## config.mk

```make
export PLATFORM = sky130hd
export DESIGN_NAME = sprite_list_tile_expander_flat
export DESIGN_NICKNAME = d
export VERILOG_FILES = /design/src/rtl/slte_pkg.sv /design/src/rtl/slte_if.sv /design/src/rtl/slte_decode.sv /design/src/rtl/slte_tile_seq.sv /design/src/rtl/sprite_list_tile_expander.sv /design/src/flat_wrapper.sv
export SDC_FILE = /design/constraint.sdc
export NUM_CORES = 1
export LEC_CHECK = 0
export ABC_AREA = 1
export CORE_MARGIN = 5
export CORE_UTILIZATION = 30
export CTS_BUF_LIST = sky130_fd_sc_hd__clkbuf_16
export DETAILED_ROUTE_END_ITERATION = 6
export DONT_BUFFER_PORTS = 1
export GPL_ROUTABILITY_DRIVEN = 0
export HOLD_SLACK_MARGIN = 0.05
export MAX_ROUTING_LAYER = met4
export PLACE_DENSITY_LB_ADDON = 0.15
export SLEW_MARGIN = 30
export SYNTH_ARGS = -nofsm -noshare
export SYNTH_HDL_FRONTEND = slang
export SYNTH_SLANG_ARGS = --single-unit
```

## constraint.sdc

```tcl
create_clock -name clk -period 5.5 [get_ports clk]
set_input_delay 0.825 -clock clk [delete_from_list [all_inputs] [get_ports clk]]
set_output_delay 0.825 -clock clk [all_outputs]
set_load 0.01 [all_outputs]
```

## src/rtl/slte_pkg.sv

```systemverilog
`timescale 1ns / 1ps
// ----------------------------------------------------------------------------
// slte_pkg
// Shared types, constants and helper functions for the sprite list tile
// expander: register indexes, the configuration bundle, the decoded sprite
// descriptor and the sequencer state encoding.
// ----------------------------------------------------------------------------
package slte_pkg;

    // Largest number of cells kept along either axis of a sprite.
    localparam int MAX_CELLS = 8;
    localparam int CELL_W    = (MAX_CELLS > 1) ? $clog2(MAX_CELLS) : 1;

    // Field widths.
    localparam int WORD_W   = 16;
    localparam int OFS_W    = 10;
    localparam int PAL_W    = 11;
    localparam int MAP_W    = 17;
    localparam int CODE_W   = 18;
    localparam int POS_W    = 12;
    localparam int ZOOM_W   = 6;
    localparam int PMASK_W  = 8;
    localparam int ORG_W    = 9;
    localparam int COL_W    = 6;
    // Accumulated cell index times zoom step, (MAX_CELLS - 1) * 32 at most.
    localparam int ACC_W    = CELL_W + ZOOM_W;

    // Configuration port.
    localparam int CFG_IDX_W  = 3;
    localparam int CFG_DATA_W = 17;

    localparam logic [CFG_IDX_W-1:0] REG_X_OFFSET       = 3'd0;
    localparam logic [CFG_IDX_W-1:0] REG_Y_OFFSET       = 3'd1;
    localparam logic [CFG_IDX_W-1:0] REG_PALETTE_BASE   = 3'd2;
    localparam logic [CFG_IDX_W-1:0] REG_WIDE_COLOUR    = 3'd3;
    localparam logic [CFG_IDX_W-1:0] REG_MAP_MASK       = 3'd4;
    localparam logic [CFG_IDX_W-1:0] REG_PRIORITY_DRAW  = 3'd5;
    localparam logic [CFG_IDX_W-1:0] REG_PRI_FILTER     = 3'd6;
    localparam logic [CFG_IDX_W-1:0] REG_DRAW_PRI       = 3'd7;

    localparam logic [MAP_W-1:0] MAP_MASK_RESET = 17'h07fff;

    // Priority filter modes.
    localparam logic [1:0] FILT_NONE  = 2'd0;
    localparam logic [1:0] FILT_RAW   = 2'd1;
    localparam logic [1:0] FILT_UPPER = 2'd2;

    // Pixel priority masks.
    localparam logic [PMASK_W-1:0] PMASK_PRI0 = 8'h00;
    localparam logic [PMASK_W-1:0] PMASK_PRI1 = 8'hf0;
    localparam logic [PMASK_W-1:0] PMASK_PRI2 = 8'hfc;
    localparam logic [PMASK_W-1:0] PMASK_PRI3 = 8'hfe;

    // Zoom step base: step = 32 - zoom nibble.
    localparam logic [ZOOM_W-1:0] ZOOM_BASE = 6'd32;

    // Configuration register bundle.
    typedef struct packed {
        logic [OFS_W-1:0]   x_offset;
        logic [OFS_W-1:0]   y_offset;
        logic [OFS_W-1:0]   palette_base;
        logic               wide_colour;
        logic [MAP_W-1:0]   map_mask;
        logic               priority_draw;
        logic [1:0]         pri_filter_mode;
        logic [1:0]         draw_pri;
    } cfg_t;

    // Decoded sprite, handed from the decoder to the tile sequencer.
    typedef struct packed {
        logic                       draw;
        logic signed [POS_W-1:0]    ox;
        logic signed [POS_W-1:0]    oy;
        logic [CELL_W-1:0]          cols_m1;
        logic [CELL_W-1:0]          rows_m1;
        logic [ZOOM_W-1:0]          zx;
        logic [ZOOM_W-1:0]          zy;
        logic                       fx;
        logic                       fy;
        logic [PAL_W-1:0]           palette;
        logic [PMASK_W-1:0]         pmask;
        logic [MAP_W-1:0]           map;
        logic [ACC_W-1:0]           x_start;
        logic [ACC_W-1:0]           y_start;
    } sprite_t;

    // Sequencer states.
    typedef enum logic [1:0] {
        ST_IDLE = 2'b01,
        ST_RUN  = 2'b10
    } seq_state_t;

    // Cell count minus one, saturated so that at most MAX_CELLS cells remain.
    function automatic logic [CELL_W-1:0] cell_m1(input logic [2:0] size_field);
        logic [3:0] lim;
        lim = 4'(MAX_CELLS - 1);
        if ({1'b0, size_field} > lim)
            return CELL_W'(lim);
        else
            return CELL_W'(size_field);
    endfunction

    // Pixel priority mask for an effective priority level.
    function automatic logic [PMASK_W-1:0] pri_mask(input logic [1:0] pri);
        logic [PMASK_W-1:0] m;
        case (pri)
            2'd1:    m = PMASK_PRI1;
            2'd2:    m = PMASK_PRI2;
            2'd3:    m = PMASK_PRI3;
            default: m = PMASK_PRI0;
        endcase
        return m;
    endfunction

endpackage

```

## src/rtl/slte_if.sv

```systemverilog
`timescale 1ns / 1ps
// ----------------------------------------------------------------------------
// slte_in_if / slte_out_if
// Valid/ready channels of the expander: the sprite entry beat on the input
// side and the tile command beat on the output side.
// ----------------------------------------------------------------------------
interface slte_in_if;
    logic                               valid;
    logic                               ready;
    logic                               frame_start;
    logic [slte_pkg::WORD_W-1:0]        list_word;
    logic [slte_pkg::WORD_W-1:0]        attr_word0;
    logic [slte_pkg::WORD_W-1:0]        attr_word1;
    logic [slte_pkg::WORD_W-1:0]        attr_word2;
    logic [slte_pkg::WORD_W-1:0]        attr_word3;

    modport source (
        output valid, frame_start, list_word, attr_word0, attr_word1,
               attr_word2, attr_word3,
        input  ready
    );
    modport sink (
        input  valid, frame_start, list_word, attr_word0, attr_word1,
               attr_word2, attr_word3,
        output ready
    );
endinterface

interface slte_out_if;
    logic                               valid;
    logic                               ready;
    logic [slte_pkg::CODE_W-1:0]        tile_code;
    logic signed [slte_pkg::POS_W-1:0]  x_pos;
    logic signed [slte_pkg::POS_W-1:0]  y_pos;
    logic [slte_pkg::PAL_W-1:0]         palette;
    logic                               flip_x;
    logic                               flip_y;
    logic [slte_pkg::ZOOM_W-1:0]        zoom_x;
    logic [slte_pkg::ZOOM_W-1:0]        zoom_y;
    logic [slte_pkg::PMASK_W-1:0]       pixel_mask;
    logic                               last_tile;

    modport source (
        output valid, tile_code, x_pos, y_pos, palette, flip_x, flip_y,
               zoom_x, zoom_y, pixel_mask, last_tile,
        input  ready
    );
    modport sink (
        input  valid, tile_code, x_pos, y_pos, palette, flip_x, flip_y,
               zoom_x, zoom_y, pixel_mask, last_tile,
        output ready
    );
endinterface

```

## src/rtl/slte_decode.sv

```systemverilog
`timescale 1ns / 1ps
// ----------------------------------------------------------------------------
// slte_decode
// Decodes one sorting-list entry and its attribute words into a sprite
// descriptor: origin, cell counts, zoom steps, flips, palette, priority mask,
// map start and the starting offsets for flipped traversal.
// ----------------------------------------------------------------------------
module slte_decode (
    input  slte_pkg::cfg_t                  cfg,
    input  logic                            ended,
    input  logic [slte_pkg::WORD_W-1:0]     list_word,
    input  logic [slte_pkg::WORD_W-1:0]     attr_word0,
    input  logic [slte_pkg::WORD_W-1:0]     attr_word1,
    input  logic [slte_pkg::WORD_W-1:0]     attr_word2,
    input  logic [slte_pkg::WORD_W-1:0]     attr_word3,
    output logic                            end_mark,
    output slte_pkg::sprite_t               sprite
);

    logic [1:0]                         pri_raw;
    logic [1:0]                         pri_eff;
    logic                               pri_pass;
    logic [slte_pkg::COL_W-1:0]         colour;
    logic [slte_pkg::ZOOM_W-1:0]        zx;
    logic [slte_pkg::ZOOM_W-1:0]        zy;
    logic [slte_pkg::CELL_W-1:0]        cols_m1;
    logic [slte_pkg::CELL_W-1:0]        rows_m1;

    // The end mark is tested before the skip bit.
    assign end_mark = !ended && list_word[14];

    // Priority filter and the effective priority level.
    assign pri_raw = attr_word2[13:12];
    always_comb
    begin
        case (cfg.pri_filter_mode)
            slte_pkg::FILT_RAW:
            begin
                pri_eff  = pri_raw;
                pri_pass = (pri_raw == cfg.draw_pri);
            end
            slte_pkg::FILT_UPPER:
            begin
                pri_eff  = {1'b0, pri_raw[1]};
                pri_pass = ({1'b0, pri_raw[1]} == cfg.draw_pri);
            end
            default:
            begin
                pri_eff  = pri_raw;
                pri_pass = 1'b1;
            end
        endcase
    end

    // Color keeps five or six bits.
    assign colour = cfg.wide_colour ? attr_word2[13:8] : {1'b0, attr_word2[12:8]};

    assign zy      = slte_pkg::ZOOM_BASE - slte_pkg::ZOOM_W'(attr_word0[15:12]);
    assign zx      = slte_pkg::ZOOM_BASE - slte_pkg::ZOOM_W'(attr_word1[15:12]);
    assign rows_m1 = slte_pkg::cell_m1(attr_word0[11:9]);
    assign cols_m1 = slte_pkg::cell_m1(attr_word1[11:9]);

    // Descriptor fields.
    always_comb
    begin
        sprite.draw    = !ended && !list_word[14] && !list_word[15] && pri_pass;
        sprite.oy      = signed'(slte_pkg::POS_W'(attr_word0[8:0]))
                       + slte_pkg::POS_W'(signed'(cfg.y_offset));
        sprite.ox      = signed'(slte_pkg::POS_W'(attr_word1[8:0]))
                       + slte_pkg::POS_W'(signed'(cfg.x_offset));
        sprite.cols_m1 = cols_m1;
        sprite.rows_m1 = rows_m1;
        sprite.zx      = zx;
        sprite.zy      = zy;
        sprite.fx      = attr_word2[14];
        sprite.fy      = attr_word2[15];
        sprite.palette = slte_pkg::PAL_W'(colour) + slte_pkg::PAL_W'(cfg.palette_base);
        sprite.pmask   = cfg.priority_draw ? slte_pkg::pri_mask(pri_eff)
                                           : slte_pkg::PMASK_PRI0;
        sprite.map     = {attr_word2[0], attr_word3} & cfg.map_mask;
        // A flipped axis starts at the last kept cell and walks back.
        sprite.x_start = attr_word2[14]
                       ? slte_pkg::ACC_W'(slte_pkg::ACC_W'(cols_m1) * slte_pkg::ACC_W'(zx))
                       : '0;
        sprite.y_start = attr_word2[15]
                       ? slte_pkg::ACC_W'(slte_pkg::ACC_W'(rows_m1) * slte_pkg::ACC_W'(zy))
                       : '0;
    end

endmodule

```

## src/rtl/slte_tile_seq.sv

```systemverilog
`timescale 1ns / 1ps
// ----------------------------------------------------------------------------
// slte_tile_seq
// Tile sequencer: walks the cells of one sprite row by row, one tile command
// per cycle, stepping the column or row offset through one shared add/subtract
// unit; each command waits in an output register, stalling the walk, until taken.
// ----------------------------------------------------------------------------
module slte_tile_seq (
    input  logic                clk,
    input  logic                rst_n,
    input  logic                start,
    input  slte_pkg::sprite_t   sprite,
    output logic                busy,
    slte_out_if.source          tile_out
);

    slte_pkg::seq_state_t               state_reg, state_next;
    slte_pkg::sprite_t                  spr_reg;
    logic [slte_pkg::CELL_W-1:0]        col_reg, col_next;
    logic [slte_pkg::CELL_W-1:0]        row_reg, row_next;
    logic [slte_pkg::ACC_W-1:0]         x_acc_reg, x_acc_next;
    logic [slte_pkg::ACC_W-1:0]         y_acc_reg, y_acc_next;
    logic [slte_pkg::CODE_W-1:0]        code_reg, code_next;
    logic                               out_valid_reg;

    logic                               out_load;
    logic                               emit;
    logic                               row_end;
    logic                               at_last;
    logic [slte_pkg::ACC_W-1:0]         alu_a;
    logic [slte_pkg::ACC_W-1:0]         alu_b;
    logic                               alu_sub;
    logic [slte_pkg::ACC_W-1:0]         alu_y;

    assign busy     = (state_reg == slte_pkg::ST_RUN);
    assign out_load = !out_valid_reg || tile_out.ready;
    assign emit     = busy && out_load;
    assign row_end  = (col_reg == spr_reg.cols_m1);
    assign at_last  = row_end && (row_reg == spr_reg.rows_m1);

    // Shared step unit: the column offset within a row, the row offset at its end.
    assign alu_a   = row_end ? y_acc_reg : x_acc_reg;
    assign alu_b   = slte_pkg::ACC_W'(row_end ? spr_reg.zy : spr_reg.zx);
    assign alu_sub = row_end ? spr_reg.fy : spr_reg.fx;
    assign alu_y   = alu_sub ? (alu_a - alu_b) : (alu_a + alu_b);

    // Next-state logic of the cell walk.
    always_comb
    begin
        state_next = state_reg;
        col_next   = col_reg;
        row_next   = row_reg;
        x_acc_next = x_acc_reg;
        y_acc_next = y_acc_reg;
        code_next  = code_reg;
        case (state_reg)
            slte_pkg::ST_IDLE:
            begin
                if (start)
                begin
                    state_next = slte_pkg::ST_RUN;
                    col_next   = '0;
                    row_next   = '0;
                    x_acc_next = sprite.x_start;
                    y_acc_next = sprite.y_start;
                    code_next  = slte_pkg::CODE_W'(sprite.map);
                end
            end
            slte_pkg::ST_RUN:
            begin
                if (emit)
                begin
                    code_next = code_reg + slte_pkg::CODE_W'(1);
                    if (at_last)
                    begin
                        state_next = slte_pkg::ST_IDLE;
                    end
                    else if (row_end)
                    begin
                        col_next   = '0;
                        row_next   = row_reg + slte_pkg::CELL_W'(1);
                        x_acc_next = spr_reg.x_start;
                        y_acc_next = alu_y;
                    end
                    else
                    begin
                        col_next   = col_reg + slte_pkg::CELL_W'(1);
                        x_acc_next = alu_y;
                    end
                end
            end
            default:
            begin
                state_next = slte_pkg::ST_IDLE;
            end
        endcase
    end

    // Control registers.
    always_ff @(posedge clk or negedge rst_n)
    begin
        if (!rst_n)
        begin
            state_reg     <= slte_pkg::ST_IDLE;
            out_valid_reg <= 1'b0;
        end
        else
        begin
            state_reg <= state_next;
            if (out_load)
                out_valid_reg <= emit;
        end
    end

    // Walk counters and the latched sprite descriptor.
    always_ff @(posedge clk)
    begin
        if (start && !busy)
            spr_reg <= sprite;
        col_reg   <= col_next;
        row_reg   <= row_next;
        x_acc_reg <= x_acc_next;
        y_acc_reg <= y_acc_next;
        code_reg  <= code_next;
    end

    // Output register: one tile command beat.
    always_ff @(posedge clk)
    begin
        if (emit)
        begin
            tile_out.tile_code  <= code_reg;
            tile_out.x_pos      <= spr_reg.ox
                                 + signed'(slte_pkg::POS_W'(x_acc_reg[slte_pkg::ACC_W-1:1]));
            tile_out.y_pos      <= spr_reg.oy
                                 + signed'(slte_pkg::POS_W'(y_acc_reg[slte_pkg::ACC_W-1:1]));
            tile_out.palette    <= spr_reg.palette;
            tile_out.flip_x     <= spr_reg.fx;
            tile_out.flip_y     <= spr_reg.fy;
            tile_out.zoom_x     <= spr_reg.zx;
            tile_out.zoom_y     <= spr_reg.zy;
            tile_out.pixel_mask <= spr_reg.pmask;
            tile_out.last_tile  <= at_last;
        end
    end

    assign tile_out.valid = out_valid_reg;

endmodule

```

## src/rtl/sprite_list_tile_expander.sv

```systemverilog
`timescale 1ns / 1ps
// ----------------------------------------------------------------------------
// sprite_list_tile_expander
// Expands sorting-list sprite entries into one tile command per cell, with
// end-of-list and skip handling, an optional priority filter and flip-ordered
// traversal.
//
//   Channel   Direction  Handshake           Beat carries
//   item_in   in         valid / ready       frame_start, list word, 4 attributes
//   tile_out  out        valid / ready       one tile command
//   cfg       in         cfg_we (no ready)   register index and write data
//
// An entry is decoded combinationally as it is accepted; the cell walk sequencer
// then issues one tile per cycle. An entry that draws nothing starts no walk.
// Up to 64 tiles per sprite. A stalled output register holds the walk, and
// item_in.ready is low while the walk runs. Reset sets the registers to their
// defaults and clears the end-of-list mark.
// ----------------------------------------------------------------------------
module sprite_list_tile_expander (
    input  logic                                clk,
    input  logic                                rst_n,
    input  logic                                cfg_we,
    input  logic [slte_pkg::CFG_IDX_W-1:0]      cfg_index,
    input  logic [slte_pkg::CFG_DATA_W-1:0]     cfg_data,
    slte_in_if.sink                             item_in,
    slte_out_if.source                          tile_out
);

    slte_pkg::cfg_t         cfg_reg;
    logic                   list_ended_reg;
    logic                   ended;
    logic                   end_mark;
    logic                   accept;
    logic                   busy;
    slte_pkg::sprite_t      sprite;

    assign item_in.ready = !busy;
    assign accept        = item_in.valid && item_in.ready;

    // The frame-start bit clears the end mark before this entry is tested.
    assign ended = list_ended_reg && !item_in.frame_start;

    // Configuration registers.
    always_ff @(posedge clk or negedge rst_n)
    begin
        if (!rst_n)
        begin
            cfg_reg.x_offset        <= '0;
            cfg_reg.y_offset        <= '0;
            cfg_reg.palette_base    <= '0;
            cfg_reg.wide_colour     <= 1'b0;
            cfg_reg.map_mask        <= slte_pkg::MAP_MASK_RESET;
            cfg_reg.priority_draw   <= 1'b0;
            cfg_reg.pri_filter_mode <= slte_pkg::FILT_NONE;
            cfg_reg.draw_pri        <= 2'd0;
        end
        else if (cfg_we)
        begin
            case (cfg_index)
                slte_pkg::REG_X_OFFSET:      cfg_reg.x_offset        <= cfg_data[9:0];
                slte_pkg::REG_Y_OFFSET:      cfg_reg.y_offset        <= cfg_data[9:0];
                slte_pkg::REG_PALETTE_BASE:  cfg_reg.palette_base    <= cfg_data[9:0];
                slte_pkg::REG_WIDE_COLOUR:   cfg_reg.wide_colour     <= cfg_data[0];
                slte_pkg::REG_MAP_MASK:      cfg_reg.map_mask        <= cfg_data;
                slte_pkg::REG_PRIORITY_DRAW: cfg_reg.priority_draw   <= cfg_data[0];
                slte_pkg::REG_PRI_FILTER:    cfg_reg.pri_filter_mode <= cfg_data[1:0];
                slte_pkg::REG_DRAW_PRI:      cfg_reg.draw_pri        <= cfg_data[1:0];
                default:                     cfg_reg.draw_pri        <= cfg_reg.draw_pri;
            endcase
        end
    end

    // End-of-list mark, updated on every accepted entry.
    always_ff @(posedge clk or negedge rst_n)
    begin
        if (!rst_n)
            list_ended_reg <= 1'b0;
        else if (accept)
            list_ended_reg <= ended || end_mark;
    end

    slte_decode u_decode (
        .cfg        (cfg_reg),
        .ended      (ended),
        .list_word  (item_in.list_word),
        .attr_word0 (item_in.attr_word0),
        .attr_word1 (item_in.attr_word1),
        .attr_word2 (item_in.attr_word2),
        .attr_word3 (item_in.attr_word3),
        .end_mark   (end_mark),
        .sprite     (sprite)
    );

    slte_tile_seq u_tile_seq (
        .clk      (clk),
        .rst_n    (rst_n),
        .start    (accept && sprite.draw),
        .sprite   (sprite),
        .busy     (busy),
        .tile_out (tile_out)
    );

endmodule

```

## src/flat_wrapper.sv

```systemverilog
// flat-port wrapper written by rule: the top's interface ports become plain ports
module sprite_list_tile_expander_flat 
  (clk, rst_n, cfg_we, cfg_index, cfg_data, item_in_valid, item_in_frame_start, item_in_list_word, item_in_attr_word0, item_in_attr_word1, item_in_attr_word2, item_in_attr_word3, item_in_ready, tile_out_valid, tile_out_tile_code, tile_out_x_pos, tile_out_y_pos, tile_out_palette, tile_out_flip_x, tile_out_flip_y, tile_out_zoom_x, tile_out_zoom_y, tile_out_pixel_mask, tile_out_last_tile, tile_out_ready);
  slte_in_if item_in_i ();
  slte_out_if tile_out_i ();
  input  logic clk;
  input  logic rst_n;
  input  logic cfg_we;
  input  logic [slte_pkg::CFG_IDX_W-1:0] cfg_index;
  input  logic [slte_pkg::CFG_DATA_W-1:0] cfg_data;
  input wire logic [$bits(item_in_i.valid)-1:0] item_in_valid;
  input wire logic [$bits(item_in_i.frame_start)-1:0] item_in_frame_start;
  input wire logic [$bits(item_in_i.list_word)-1:0] item_in_list_word;
  input wire logic [$bits(item_in_i.attr_word0)-1:0] item_in_attr_word0;
  input wire logic [$bits(item_in_i.attr_word1)-1:0] item_in_attr_word1;
  input wire logic [$bits(item_in_i.attr_word2)-1:0] item_in_attr_word2;
  input wire logic [$bits(item_in_i.attr_word3)-1:0] item_in_attr_word3;
  output wire logic [$bits(item_in_i.ready)-1:0] item_in_ready;
  output wire logic [$bits(tile_out_i.valid)-1:0] tile_out_valid;
  output wire logic [$bits(tile_out_i.tile_code)-1:0] tile_out_tile_code;
  output wire logic [$bits(tile_out_i.x_pos)-1:0] tile_out_x_pos;
  output wire logic [$bits(tile_out_i.y_pos)-1:0] tile_out_y_pos;
  output wire logic [$bits(tile_out_i.palette)-1:0] tile_out_palette;
  output wire logic [$bits(tile_out_i.flip_x)-1:0] tile_out_flip_x;
  output wire logic [$bits(tile_out_i.flip_y)-1:0] tile_out_flip_y;
  output wire logic [$bits(tile_out_i.zoom_x)-1:0] tile_out_zoom_x;
  output wire logic [$bits(tile_out_i.zoom_y)-1:0] tile_out_zoom_y;
  output wire logic [$bits(tile_out_i.pixel_mask)-1:0] tile_out_pixel_mask;
  output wire logic [$bits(tile_out_i.last_tile)-1:0] tile_out_last_tile;
  input wire logic [$bits(tile_out_i.ready)-1:0] tile_out_ready;
  assign item_in_i.valid = item_in_valid;
  assign item_in_i.frame_start = item_in_frame_start;
  assign item_in_i.list_word = item_in_list_word;
  assign item_in_i.attr_word0 = item_in_attr_word0;
  assign item_in_i.attr_word1 = item_in_attr_word1;
  assign item_in_i.attr_word2 = item_in_attr_word2;
  assign item_in_i.attr_word3 = item_in_attr_word3;
  assign item_in_ready = item_in_i.ready;
  assign tile_out_valid = tile_out_i.valid;
  assign tile_out_tile_code = tile_out_i.tile_code;
  assign tile_out_x_pos = tile_out_i.x_pos;
  assign tile_out_y_pos = tile_out_i.y_pos;
  assign tile_out_palette = tile_out_i.palette;
  assign tile_out_flip_x = tile_out_i.flip_x;
  assign tile_out_flip_y = tile_out_i.flip_y;
  assign tile_out_zoom_x = tile_out_i.zoom_x;
  assign tile_out_zoom_y = tile_out_i.zoom_y;
  assign tile_out_pixel_mask = tile_out_i.pixel_mask;
  assign tile_out_last_tile = tile_out_i.last_tile;
  assign tile_out_i.ready = tile_out_ready;
  sprite_list_tile_expander u_core (.clk(clk), .rst_n(rst_n), .cfg_we(cfg_we), .cfg_index(cfg_index), .cfg_data(cfg_data), .item_in(item_in_i), .tile_out(tile_out_i));
endmodule
```

==> results of run 1 <==
[cell type report]
cell class,instances,area [sq um],share of cell area
clock buffer,30,751,0.0548
clock inverter,24,173,0.0126
inverter,162,608,0.0444
multi-input combinational,748,4620,0.337
sequential,235,6790,0.495
tap,525,657,0.0479
timing repair buffer,10,108,0.00785
[synth_stat cells, types with 15 or more instances]
| cell type | number |
|---|---|
| nand3_1 | 50 |
| a21oi_1 | 62 |
| nand2_1 | 241 |
| clkbuf_1 | 15 |
| o21ai_0 | 92 |
| ha_1 | 73 |
| fa_1 | 16 |
| xor2_1 | 49 |
| inv_1 | 160 |
| xnor2_1 | 24 |
| edfxtp_1 | 178 |
| dfrtp_1 | 41 |
| dfstp_2 | 16 |
| nor2_1 | 71 |
[worst max-delay path, stage by stage, from the launching register on]
cell and delay [ns]:
edfxtp_1 0.43, xnor2_2 0.33, nand3_2 0.12, inv_1 0.35
or2_2 0.22, o21ai_4 0.07, ha_1 0.24, nand3_1 0.10
nand2_1 0.08, xor2_1 0.18, ha_1 0.36, a21oi_1 0.09
o311ai_0 0.36, xor2_1 0.31, nand2_1 0.09, o211ai_1 0.09
nand2_1 0.07
[power by group through the flow]
stage | Clock, uW | Combinational, uW | Sequential, uW
after floorplan | 0 | 1630 | 2920
after global routing | 1990 | 2520 | 3070
after detailed placement | 0 | 2190 | 3060
after CTS | 1910 | 2210 | 3040
final | 1850 | 2160 | 3010
after global placement | 0 | 2180 | 3060
[per-layer routing]
metal,track usage,up-vias,wire length (microns)
met1,0.176,3633,13100
li1,-,3949,-
met4,0.0322,0,541
met5,-,-,0
met3,0.0351,38,1850
met2,0.223,165,14400
[per-stage QoR]
step | power, uW | setup slack (ns) | hold slack, ns | utilization | cells
2_1_floorplan | 4550 | 0.552 | 0.400 | - | 1171
3_3_place_gp | 5240 | 1.78 | 0.405 | 0.319 | 1678
3_5_place_dp | 5250 | 1.76 | 0.405 | 0.319 | 1678
4_1_cts | 7160 | 1.77 | 0.0582 | 0.343 | 1733
5_1_grt | 7580 | 1.45 | 0.0555 | 0.343 | 1734
6_report | 7020 | 1.75 | 0.0939 | 0.343 | 1734
[cells by family (layout without fill, tap and decap cells)]
family                   Yosys count  count (layout)
AND/OR/NAND/NOR                  395             395
buffers and inverters            188             226
multiplexers                       8               8
XOR/XNOR                          74              74
other                              1               1
adder cells (fa/ha/maj)           89              89
AO/OA/AOI/OAI                    181             181
flip-flops                       235             235
[final timing paths]
kind                                                     from                                      to  slack, ns  cells past startpoint
worst max-delay path            u_core.u_tile_seq.spr_reg[72]          u_core.u_tile_seq.x_acc_reg[7]       1.75                     16
worst min-delay path                                    rst_n                   u_core.list_ended_reg       0.09                      1
worst max register to register  u_core.u_tile_seq.spr_reg[72]          u_core.u_tile_seq.x_acc_reg[7]       1.75                     16
worst min register to register  u_core.u_tile_seq.spr_reg[53]  u_core.u_tile_seq.tile_out.palette[10]       0.42                      0
max in group asynchronous                               rst_n                      u_core.cfg_reg[51]       5.18                      1
min in group clk                       item_in_attr_word1[10]           u_core.u_tile_seq.spr_reg[72]       0.35                      0
==> metrics.cfg, run 1 <==
[drt]
drt_iter0_markers = 407
ant_nets = 0
via_count = 7785
routed_wl_microns = 29900
route.detailed.drc = 0
routedWlPerCell_microns = 17.3
avgViaCountPerCell = 4.49
first_pass_iters = 4

[synth]
yosys.area_share.adder = 0.102
synthMuxAreaShare = 0.00731
synth.top_cell.area_share = 0.440
syn_nets = 1366
synth-seq-cells = 235
async_reset_ff_frac = 0.243
synth_top_family_by_area = simple AND/OR/NAND/NOR gates
synth_warnings = 0
synth_edf_count = 178
synth_compound_area_frac = 0.0805
avgSynthCellArea_sq_um = 10.4
ys_types = 47
synth-xor-area-share = 0.0540
synth_cells = 1171
yosys-top-cells-area = edfxtp_1, dfrtp_1, ha_1
synth_top_cell_by_area = edfxtp_1
synth_area_sq_um = 12100
dominantRegCellSynth = edfxtp_1
ys_seq_area_frac = 0.559
synth-simple-area-share = 0.136

[global_route]
grt_max_degree = 66
grt-ovfl-total = 0
antenna_found_initial = 0
grt_pass1_vias = 7928
grt_use_total = 0.138
grt_pass1_wl_microns = 46500

[sta]
rsz0062_at_grt = false
setup_tns_ns = 0
slew_headroom = 0.451
slew_viol_final = 0
timing.final.hold_violations = 0
min_period_ns = 3.75
max_freq_mhz = 267
fin_skew_ns = 0.0100
tightest_slew_ns = 0.822
finalSetupViolCount = 0
finalCritPeriodShare = 0.681

[pwr]
p_sw_uw = 2570
p_per_area_nw_per_um2 = 512
ir_worst_vdd_v = 0.000384
switching_share = 0.366
combinationalPowerShare = 0.308
seq_power_share = 0.429
clkPwrFrac = 0.263
leakage_uw = 0.00590
power.internal_uw = 4450

[layout]
drive_gt1_frac = 0.0794
fin_area_sq_um = 13700
n_fill_cell = 4043
largest_reg_flops = 65
mostFrequentLayoutCell = nand2_1
nets = 1381
layout_common_cells = nand2_1, edfxtp_1, inv_1
n_antenna_cell = 0
area_growth_pct = 12.8

[cts]
cts-root-buf = clkbuf_16
post_cts_buffers = 0
cts-resized-gates = 0
max-clock-path-buffers = 3
cts_buffers = 29
hold_buffers = 1
cts_tree = yes
cts.clk_slew.worst_paths_ns = 0.06
clkLatencyLatePin_ns = 0.57
clkSinkCount = 235
cts_max_level = 1

[floorplan]
die_area_sq_um = 44600
fp.dieW_microns = 211
fp.coreArea_sq_um = 39900
fp-row-count = 73
start_util = 0.304
die_height_microns = 211
ios = 184

[worst_hold_path]
min_path_type = input port to async pin

[job]
max-cap-violations = 0

[setup_path]
critPathCaptureType = flop
critPathArrivalTime_ns = 4.07
cp-start-kind = flop
crit_type = flop to flop
cp_max_fo = 11
required_ns = 5.82

[placed_design]
io_buffer_count = 0
placed_cell_area_sq_um = 12700
dpl.hpwl_microns = 21900

[run_status]
outcome = completed

No activity file was read; power rests on OpenSTA's default activity.
==> inputs of run 2 (changes only) <==
ABC_AREA = 0   (was 1)
clock period = 3.1 ns   (was 5.5 ns; I/O delays follow)
==> metrics.cfg, run 2 <==
[placed_design]
dpl.hpwl_microns = 22800  ; was 21,900 microns
io_buffer_count = 0  ; unchanged
placed_cell_area_sq_um = 13500  ; was 12,700 sq um
place_inst = 1609  ; was 1,678

[drt]
m1WireLength_microns = 14100  ; was 13,100 microns
wl_met2_microns = 15200  ; was 14,400 microns
drt_iter0_markers = 399  ; was 407
avgViaCountPerCell = 4.59  ; was 4.49
routedWlPerCell_microns = 18.5  ; was 17.3 microns
dr.max_layer_used = met4  ; unchanged
via_count = 7781  ; was 7,785
ant_nets = 0  ; unchanged
route.detailed.drc = 0  ; unchanged
wl_met3_microns = 1540  ; was 1850 microns
first_pass_iters = 5  ; was 4
routed_wl_microns = 31400  ; was 29,900 microns

[sta]
fin_ws_ns = -0.585  ; was 1.75 ns
max_freq_mhz = 271  ; was 267 MHz
tightest_slew_ns = 0.648  ; was 0.822 ns
finalCritPeriodShare = 1.19  ; was 0.681
min_period_ns = 3.68  ; was 3.75 ns
slew_headroom = 0.561  ; was 0.451
timing.final.hold_violations = 0  ; unchanged
rsz0062_at_grt = true  ; was false
finalSetupViolCount = 13  ; was 0
slew_viol_final = 0  ; unchanged
fin_skew_ns = 0.0124  ; was 0.0100 ns

[cts]
cts_buffers = 28  ; was 29
cts-root-buf = clkbuf_16  ; unchanged
max-clock-path-buffers = 3  ; unchanged
clkSinkCount = 235  ; unchanged
clkLatencyLatePin_ns = 0.56  ; was 0.57 ns
cts_max_level = 1  ; unchanged
cts.clk_slew.worst_paths_ns = 0.06  ; about the same
cts_tree = yes  ; unchanged

[setup_path]
path_cells = xor2_2 > nor3_4 > mux2i_2 > ha_2 > inv_1 > a311oi_2 > nor4_2 > nor3_1 > xnor2_1 > ha_1 > o21a_1 > a2111oi_2 > nor2_1 > xnor2_1 > xnor2_1 > o21ai_1  ; was xnor2_2 > nand3_2 > inv_1 > or2_2 > o21ai_4 > ha_1 > nand3_1 > nand2_1 > xor2_1 > ha_1 > a21oi_1 > o311ai_0 > xor2_1 > nand2_1 > o211ai_1 > nand2_1
crit_start = u_core.u_tile_seq.spr_reg[72]  ; unchanged
critical-path-top-delay-family = compound AO/OA/AOI/OAI gates  ; was XOR/XNOR gates
reg2reg_slack_ns = -0.58  ; was 1.75 ns
timing.rr.end = u_core.u_tile_seq.y_acc_reg[8]  ; was u_core.u_tile_seq.x_acc_reg[7]
cp-start-kind = flop  ; unchanged
rr_startpoint = u_core.u_tile_seq.spr_reg[72]  ; unchanged
critPathArrivalTime_ns = 3.99  ; was 4.07 ns
cp_slowest_stage_delay_ns = 0.42  ; was 0.43 ns
cp_common_cell = xnor2_1  ; was nand2_1
r2r_cells = 16  ; unchanged
path_buf_inv = 1  ; unchanged
critPathCaptureType = flop  ; unchanged
crit_type = flop to flop  ; unchanged
required_ns = 3.40  ; was 5.82 ns
cp_max_fo = 4  ; was 11
slowest_stage = edfxtp_1  ; unchanged

[synth]
synth-seq-cells = 235  ; unchanged
synth_top_cell_by_area = edfxtp_1  ; unchanged
dominantRegCellSynth = edfxtp_1  ; unchanged
syn_nets = 1208  ; was 1,366
async_reset_ff_frac = 0.243  ; unchanged
avgSynthCellArea_sq_um = 12.1  ; was 10.4 sq um
synth_cells = 1013  ; was 1,171
synth_area_sq_um = 12200  ; was 12,100 sq um
ys_types = 60  ; was 47
synth_edf_count = 178  ; unchanged
synth.top_cell.area_share = 0.438  ; was 0.440
synth.most_common_cell = edfxtp_1  ; was nand2_1
ys_seq_area_frac = 0.556  ; was 0.559
synth.top_cells.by_count = edfxtp_1, nand2_1, inv_1  ; was nand2_1, edfxtp_1, inv_1
yosys-top-cells-area = edfxtp_1, dfrtp_1, ha_1  ; unchanged
synth_warnings = 0  ; unchanged

[pwr]
p_per_area_nw_per_um2 = 923  ; was 512 nW/um^2
ir_worst_vdd_v = 0.000492  ; was 0.000384 V
leakage_uw = 0.00597  ; was 0.00590 uW

[layout]
layoutNonFillerInstCount = 1697  ; was 1,734
area_growth_pct = 21.7  ; was 12.8%
largest_reg_flops = 65  ; unchanged
nets = 1336  ; was 1,381
layout_common_cells = edfxtp_1, nand2_1, buf_4  ; was nand2_1, edfxtp_1, inv_1
mostFrequentLayoutCell = edfxtp_1  ; was nand2_1
drive_gt1_frac = 0.199  ; was 0.0794
finalCoreUtilization = 0.366  ; was 0.343
fin_area_sq_um = 14900  ; was 13,700 sq um

[floorplan]
die_height_microns = 212  ; was 211 microns
fp.dieW_microns = 212  ; was 211 microns
fp.coreArea_sq_um = 40600  ; was 39,900 sq um
die_area_sq_um = 44800  ; was 44,600 sq um
start_util = 0.301  ; was 0.304
ios = 184  ; unchanged
fp-row-count = 74  ; was 73

[global_route]
grt_pass1_wl_microns = 47900  ; was 46,500 microns
grt_pass1_vias = 8066  ; was 7,928
grt-ovfl-total = 0  ; unchanged
grt_max_degree = 72  ; was 66
grt_use_total = 0.143  ; was 0.138
antenna_found_initial = 3  ; was 0

[worst_hold_path]
hold_depth = 2
min_to = u_core.list_ended_reg
min_path_type = input port to flop  ; was input port to async pin
hp-start = item_in_frame_start

[job]
max-cap-violations = 0  ; unchanged

[run_status]
outcome = finished with violations  ; was completed
violations = negative setup slack

-- run 2: cell count changes after synthesis, sizes merged, moves of 14 or more --
cell	delta
nand2	-129
a21oi	-20
xnor2	+29
xor2	-20
nor2	-29
a21o	+14
nand3	-27
inv	-88
mux2	+43
and2	+19
o21ai	-38
-- run 2: final cells by class --
| cell class | instances | area (sq um) |
|---|---|---|
| Fill cell | 4046 | 25700 |
| Antenna cell | 3 | 7.51 |
| Clock buffer | 30 | 751 |
| Clock inverter | 21 | 155 |
| Inverter | 75 | 282 |
| Sequential cell | 235 | 6790 |
| Tap cell | 532 | 666 |
| Timing Repair Buffer | 122 | 1030 |
| Multi-Input combinational cell | 679 | 5180 |
-- run 2: repair_timing --
action                     CTS  global route
pin swaps                   12            11
hold endpoints to repair   121             0
buffers inserted             2             4
gates cloned                 0             0
setup endpoints to repair   13            14
gates resized for setup     24             4
hold buffers                30             0
-- run 2: worst max path at each step --
| stage | endpoint | slack (ns) | depth (start not counted) |
|---|---|---|---|
| floorplan | u_core.u_tile_seq.y_acc_reg[8] | -0.67 | 17 |
| global placement | u_core.u_tile_seq.y_acc_reg[8] | -0.52 | 16 |
| detailed placement | u_core.u_tile_seq.x_acc_reg[8] | -0.61 | 16 |
| CTS | u_core.u_tile_seq.y_acc_reg[8] | -0.62 | 16 |
| global route | u_core.u_tile_seq.y_acc_reg[8] | -0.88 | 17 |
| finish | u_core.u_tile_seq.y_acc_reg[8] | -0.58 | 16 |
-- run 2: metal layers --
layer / vias up / global-route usage
li1: 3873 / -
met1: 3726 / 0.183
met2: 143 / 0.232
met3: 39 / 0.0333
met4: 0 / 0.0344
met5: - / -
-- run 2: stage by stage --
stage / hold slack (ns) / TNS, ns / total power (uW) / setup slack (ns)
after floorplan: 0.169 / -4.33 / 8390 / -0.666
after global placement: 0.171 / -3.68 / 10100 / -0.523
after detailed placement: 0.171 / -4.78 / 10200 / -0.608
after CTS: 0.0566 / -4.15 / 13900 / -0.618
after global routing: 0.0823 / -6.55 / 14700 / -0.878
final: 0.0888 / -3.50 / 13700 / -0.585
-- run 2: logic make-up after synthesis --
family,count (synthesis),share of synthesized area
simple gates,280,0.112
flops,235,0.556
compound gates,165,0.0825
buf+inv,99,0.0329
fa+ha+maj,89,0.101
xor+xnor,84,0.0615
mux,60,0.0543
other cells,1,0.000307
-- run 2: power by group --
group          switching (uW)  internal, uW
clock network            1330          1900
logic                    2810          2300
registers                 700          4680
==> inputs of run 3 (changes only) <==
REMOVE_ABC_BUFFERS = 1   (was default)
==> metrics.cfg, run 3 (synthesized netlist as in run 2, its figures left out) <==
[global_route]
grt_max_degree = 58  ; was 72
antenna_found_initial = 0  ; was 3
grt_use_total = 0.144  ; was 0.143
grt_pass1_wl_microns = 48100  ; was 47,900 microns
grt_pass1_vias = 7934  ; was 8,066
grt-ovfl-total = 0  ; unchanged

[floorplan]
start_util = 0.301  ; unchanged
die_area_sq_um = 44800  ; unchanged
ios = 184  ; unchanged
fp.coreArea_sq_um = 40600  ; unchanged
die_height_microns = 212  ; unchanged
fp-row-count = 74  ; unchanged
fp.dieW_microns = 212  ; unchanged

[placed_design]
dpl.hpwl_microns = 23200  ; was 22,800 microns
io_buffer_count = 0  ; unchanged

[pwr]
clkPwrFrac = 0.236  ; about the same
finalPower_uw = 13500  ; was 13,700 uW
combinationalPowerShare = 0.368  ; was 0.372
ir_worst_vdd_v = 0.000431  ; was 0.000492 V
p_per_area_nw_per_um2 = 909  ; was 923 nW/um^2
switching_share = 0.349  ; was 0.353
leakage_uw = 0.00598  ; was 0.00597 uW
seq_power_share = 0.396  ; was 0.392
p_sw_uw = 4710  ; was 4840 uW
power.internal_uw = 8790  ; was 8870 uW

[drt]
route.detailed.drc = 0  ; unchanged
routed_wl_microns = 31600  ; was 31,400 microns
avgViaCountPerCell = 4.63  ; was 4.59
routedWlPerCell_microns = 18.6  ; was 18.5 microns
ant_nets = 0  ; unchanged
first_pass_iters = 5  ; unchanged
drt_iter0_markers = 314  ; was 399
via_count = 7866  ; was 7,781

[layout]
drive_gt1_frac = 0.190  ; was 0.199
finalCoreUtilization = 0.366  ; about the same
n_fill_cell = 3957  ; was 4,046
regArea_sq_um = 6790  ; unchanged
layout_common_cells = edfxtp_1, nand2_1, buf_4  ; unchanged
largest_reg_flops = 65  ; unchanged
n_antenna_cell = 0  ; was 3
mostFrequentLayoutCell = edfxtp_1  ; unchanged
multi_input_area_sq_um = 5130  ; was 5180 sq um
area_growth_pct = 21.6  ; was 21.7%
nets = 1339  ; was 1,336

[setup_path]
cp-start-kind = flop  ; unchanged
critPathArrivalTime_ns = 4.07  ; was 3.99 ns
cp_common_cell = xnor2_1  ; unchanged
r2r_cells = 16  ; unchanged
required_ns = 3.39  ; was 3.40 ns
timing.rr.end = u_core.u_tile_seq.y_acc_reg[8]  ; unchanged
path_cells = xor2_1 > nor3_4 > mux2i_2 > ha_2 > inv_1 > a311oi_2 > nor4_2 > nor3_1 > xnor2_1 > ha_2 > o21a_1 > a2111oi_4 > nor2_2 > xnor2_1 > xnor2_1 > o21ai_1  ; was xor2_2 > nor3_4 > mux2i_2 > ha_2 > inv_1 > a311oi_2 > nor4_2 > nor3_1 > xnor2_1 > ha_1 > o21a_1 > a2111oi_2 > nor2_1 > xnor2_1 > xnor2_1 > o21ai_1
path_buf_inv = 1  ; unchanged
crit_start = u_core.u_tile_seq.col_reg[0]  ; was u_core.u_tile_seq.spr_reg[72]
worst-path-stages = 16  ; unchanged
rr_startpoint = u_core.u_tile_seq.col_reg[0]  ; was u_core.u_tile_seq.spr_reg[72]
cp_slowest_stage_delay_ns = 0.40  ; was 0.42 ns
crit_end = u_core.u_tile_seq.y_acc_reg[8]  ; unchanged
slowest_stage = edfxtp_1  ; unchanged
reg2reg_slack_ns = -0.68  ; was -0.58 ns
critical-path-top-delay-family = compound AO/OA/AOI/OAI gates  ; unchanged
cp_max_fo = 3  ; was 4
critPathCaptureType = flop  ; unchanged
crit_type = flop to flop  ; unchanged

[job]
max-cap-violations = 0  ; unchanged

[run_status]
outcome = finished with violations  ; unchanged
violations = negative setup slack  ; unchanged

[sta]
max_freq_mhz = 265  ; was 271 MHz
slew_headroom = 0.547  ; was 0.561
finalCritPeriodShare = 1.22  ; was 1.19
timing.final.hold_violations = 0  ; unchanged
fin_skew_ns = 0.0137  ; was 0.0124 ns
slew_viol_final = 0  ; unchanged
tightest_slew_ns = 0.678  ; was 0.648 ns
min_period_ns = 3.78  ; was 3.68 ns
rsz0062_at_grt = true  ; unchanged
finalSetupViolCount = 10  ; was 13
fin_ws_ns = -0.678  ; was -0.585 ns

[cts]
cts_max_level = 1  ; unchanged
cts_buffers = 30  ; was 28
clkLatencyLatePin_ns = 0.56  ; about the same
cts-root-buf = clkbuf_16  ; unchanged
max-clock-path-buffers = 3  ; unchanged
cts.clk_slew.worst_paths_ns = 0.06  ; about the same
clkSinkCount = 235  ; unchanged
cts_tree = yes  ; unchanged

[worst_hold_path]
hold_depth = 2  ; unchanged
min_path_type = input port to flop  ; unchanged

-- run 3: metal layers --
layer,wire [microns],up-vias,track usage
met4,618,0,0.0331
met2,15000,140,0.230
li1,-,3879,-
met3,1690,38,0.0353
met1,14400,3809,0.185
met5,0,-,-
-- run 3: power by group through the flow --
stage / Sequential, uW / Clock [uW] / Combinational [uW]
after floorplan: 5220 / 0 / 3060
after global placement: 5420 / 0 / 4590
after detailed placement: 5430 / 0 / 4650
after CTS: 5380 / 3310 / 4910
after global routing: 5460 / 3450 / 5580
final: 5350 / 3190 / 4960
-- run 3: repair_timing --
action,CTS,global route
hold buffers,31,0
hold endpoints to repair,121,0
setup buffers,3,0
pin swaps,15,5
gates resized for setup,11,11
endpoints found under the setup margin,13,13
-- run 3: how the worst min path moves through the flow --
stage	slack, ns	startpoint	to
3_5_place_dp	0.17	rst_n	u_core.cfg_reg[20]
2_1_floorplan	0.17	rst_n	u_core.cfg_reg[0]
6_report	0.1	tile_out_ready	u_core.u_tile_seq.tile_out.valid
4_1_cts	0.06	tile_out_ready	u_core.u_tile_seq.tile_out.valid
5_1_grt	0.08	item_in_attr_word2[8]	u_core.u_tile_seq.spr_reg[43]
3_3_place_gp	0.17	rst_n	u_core.cfg_reg[20]
-- run 3: layout make-up --
| type | instances | share of cell area |
|---|---|---|
| tap | 532 | 0.0448 |
| clock inverter | 23 | 0.00834 |
| clock buffer | 31 | 0.0522 |
| multi-input combinational | 679 | 0.345 |
| timing repair buffer | 123 | 0.0727 |
| inverter | 75 | 0.0190 |
| sequential | 235 | 0.457 |
-- run 3: metrics by stage --
step / setup TNS, ns / cell area, sq um / setup slack, ns / cells / hold slack, ns
after floorplan: -229.50 / 12100 / -2.75 / 989 / 0.169
after global placement: -5.09 / 13500 / -0.863 / 1609 / 0.171
after detailed placement: -5.79 / 13500 / -0.879 / 1610 / 0.171
after CTS: -5.18 / 14800 / -0.668 / 1698 / 0.0606
after global routing: -6.87 / 14800 / -0.909 / 1698 / 0.0756
final: -4.16 / 14800 / -0.678 / 1698 / 0.0961
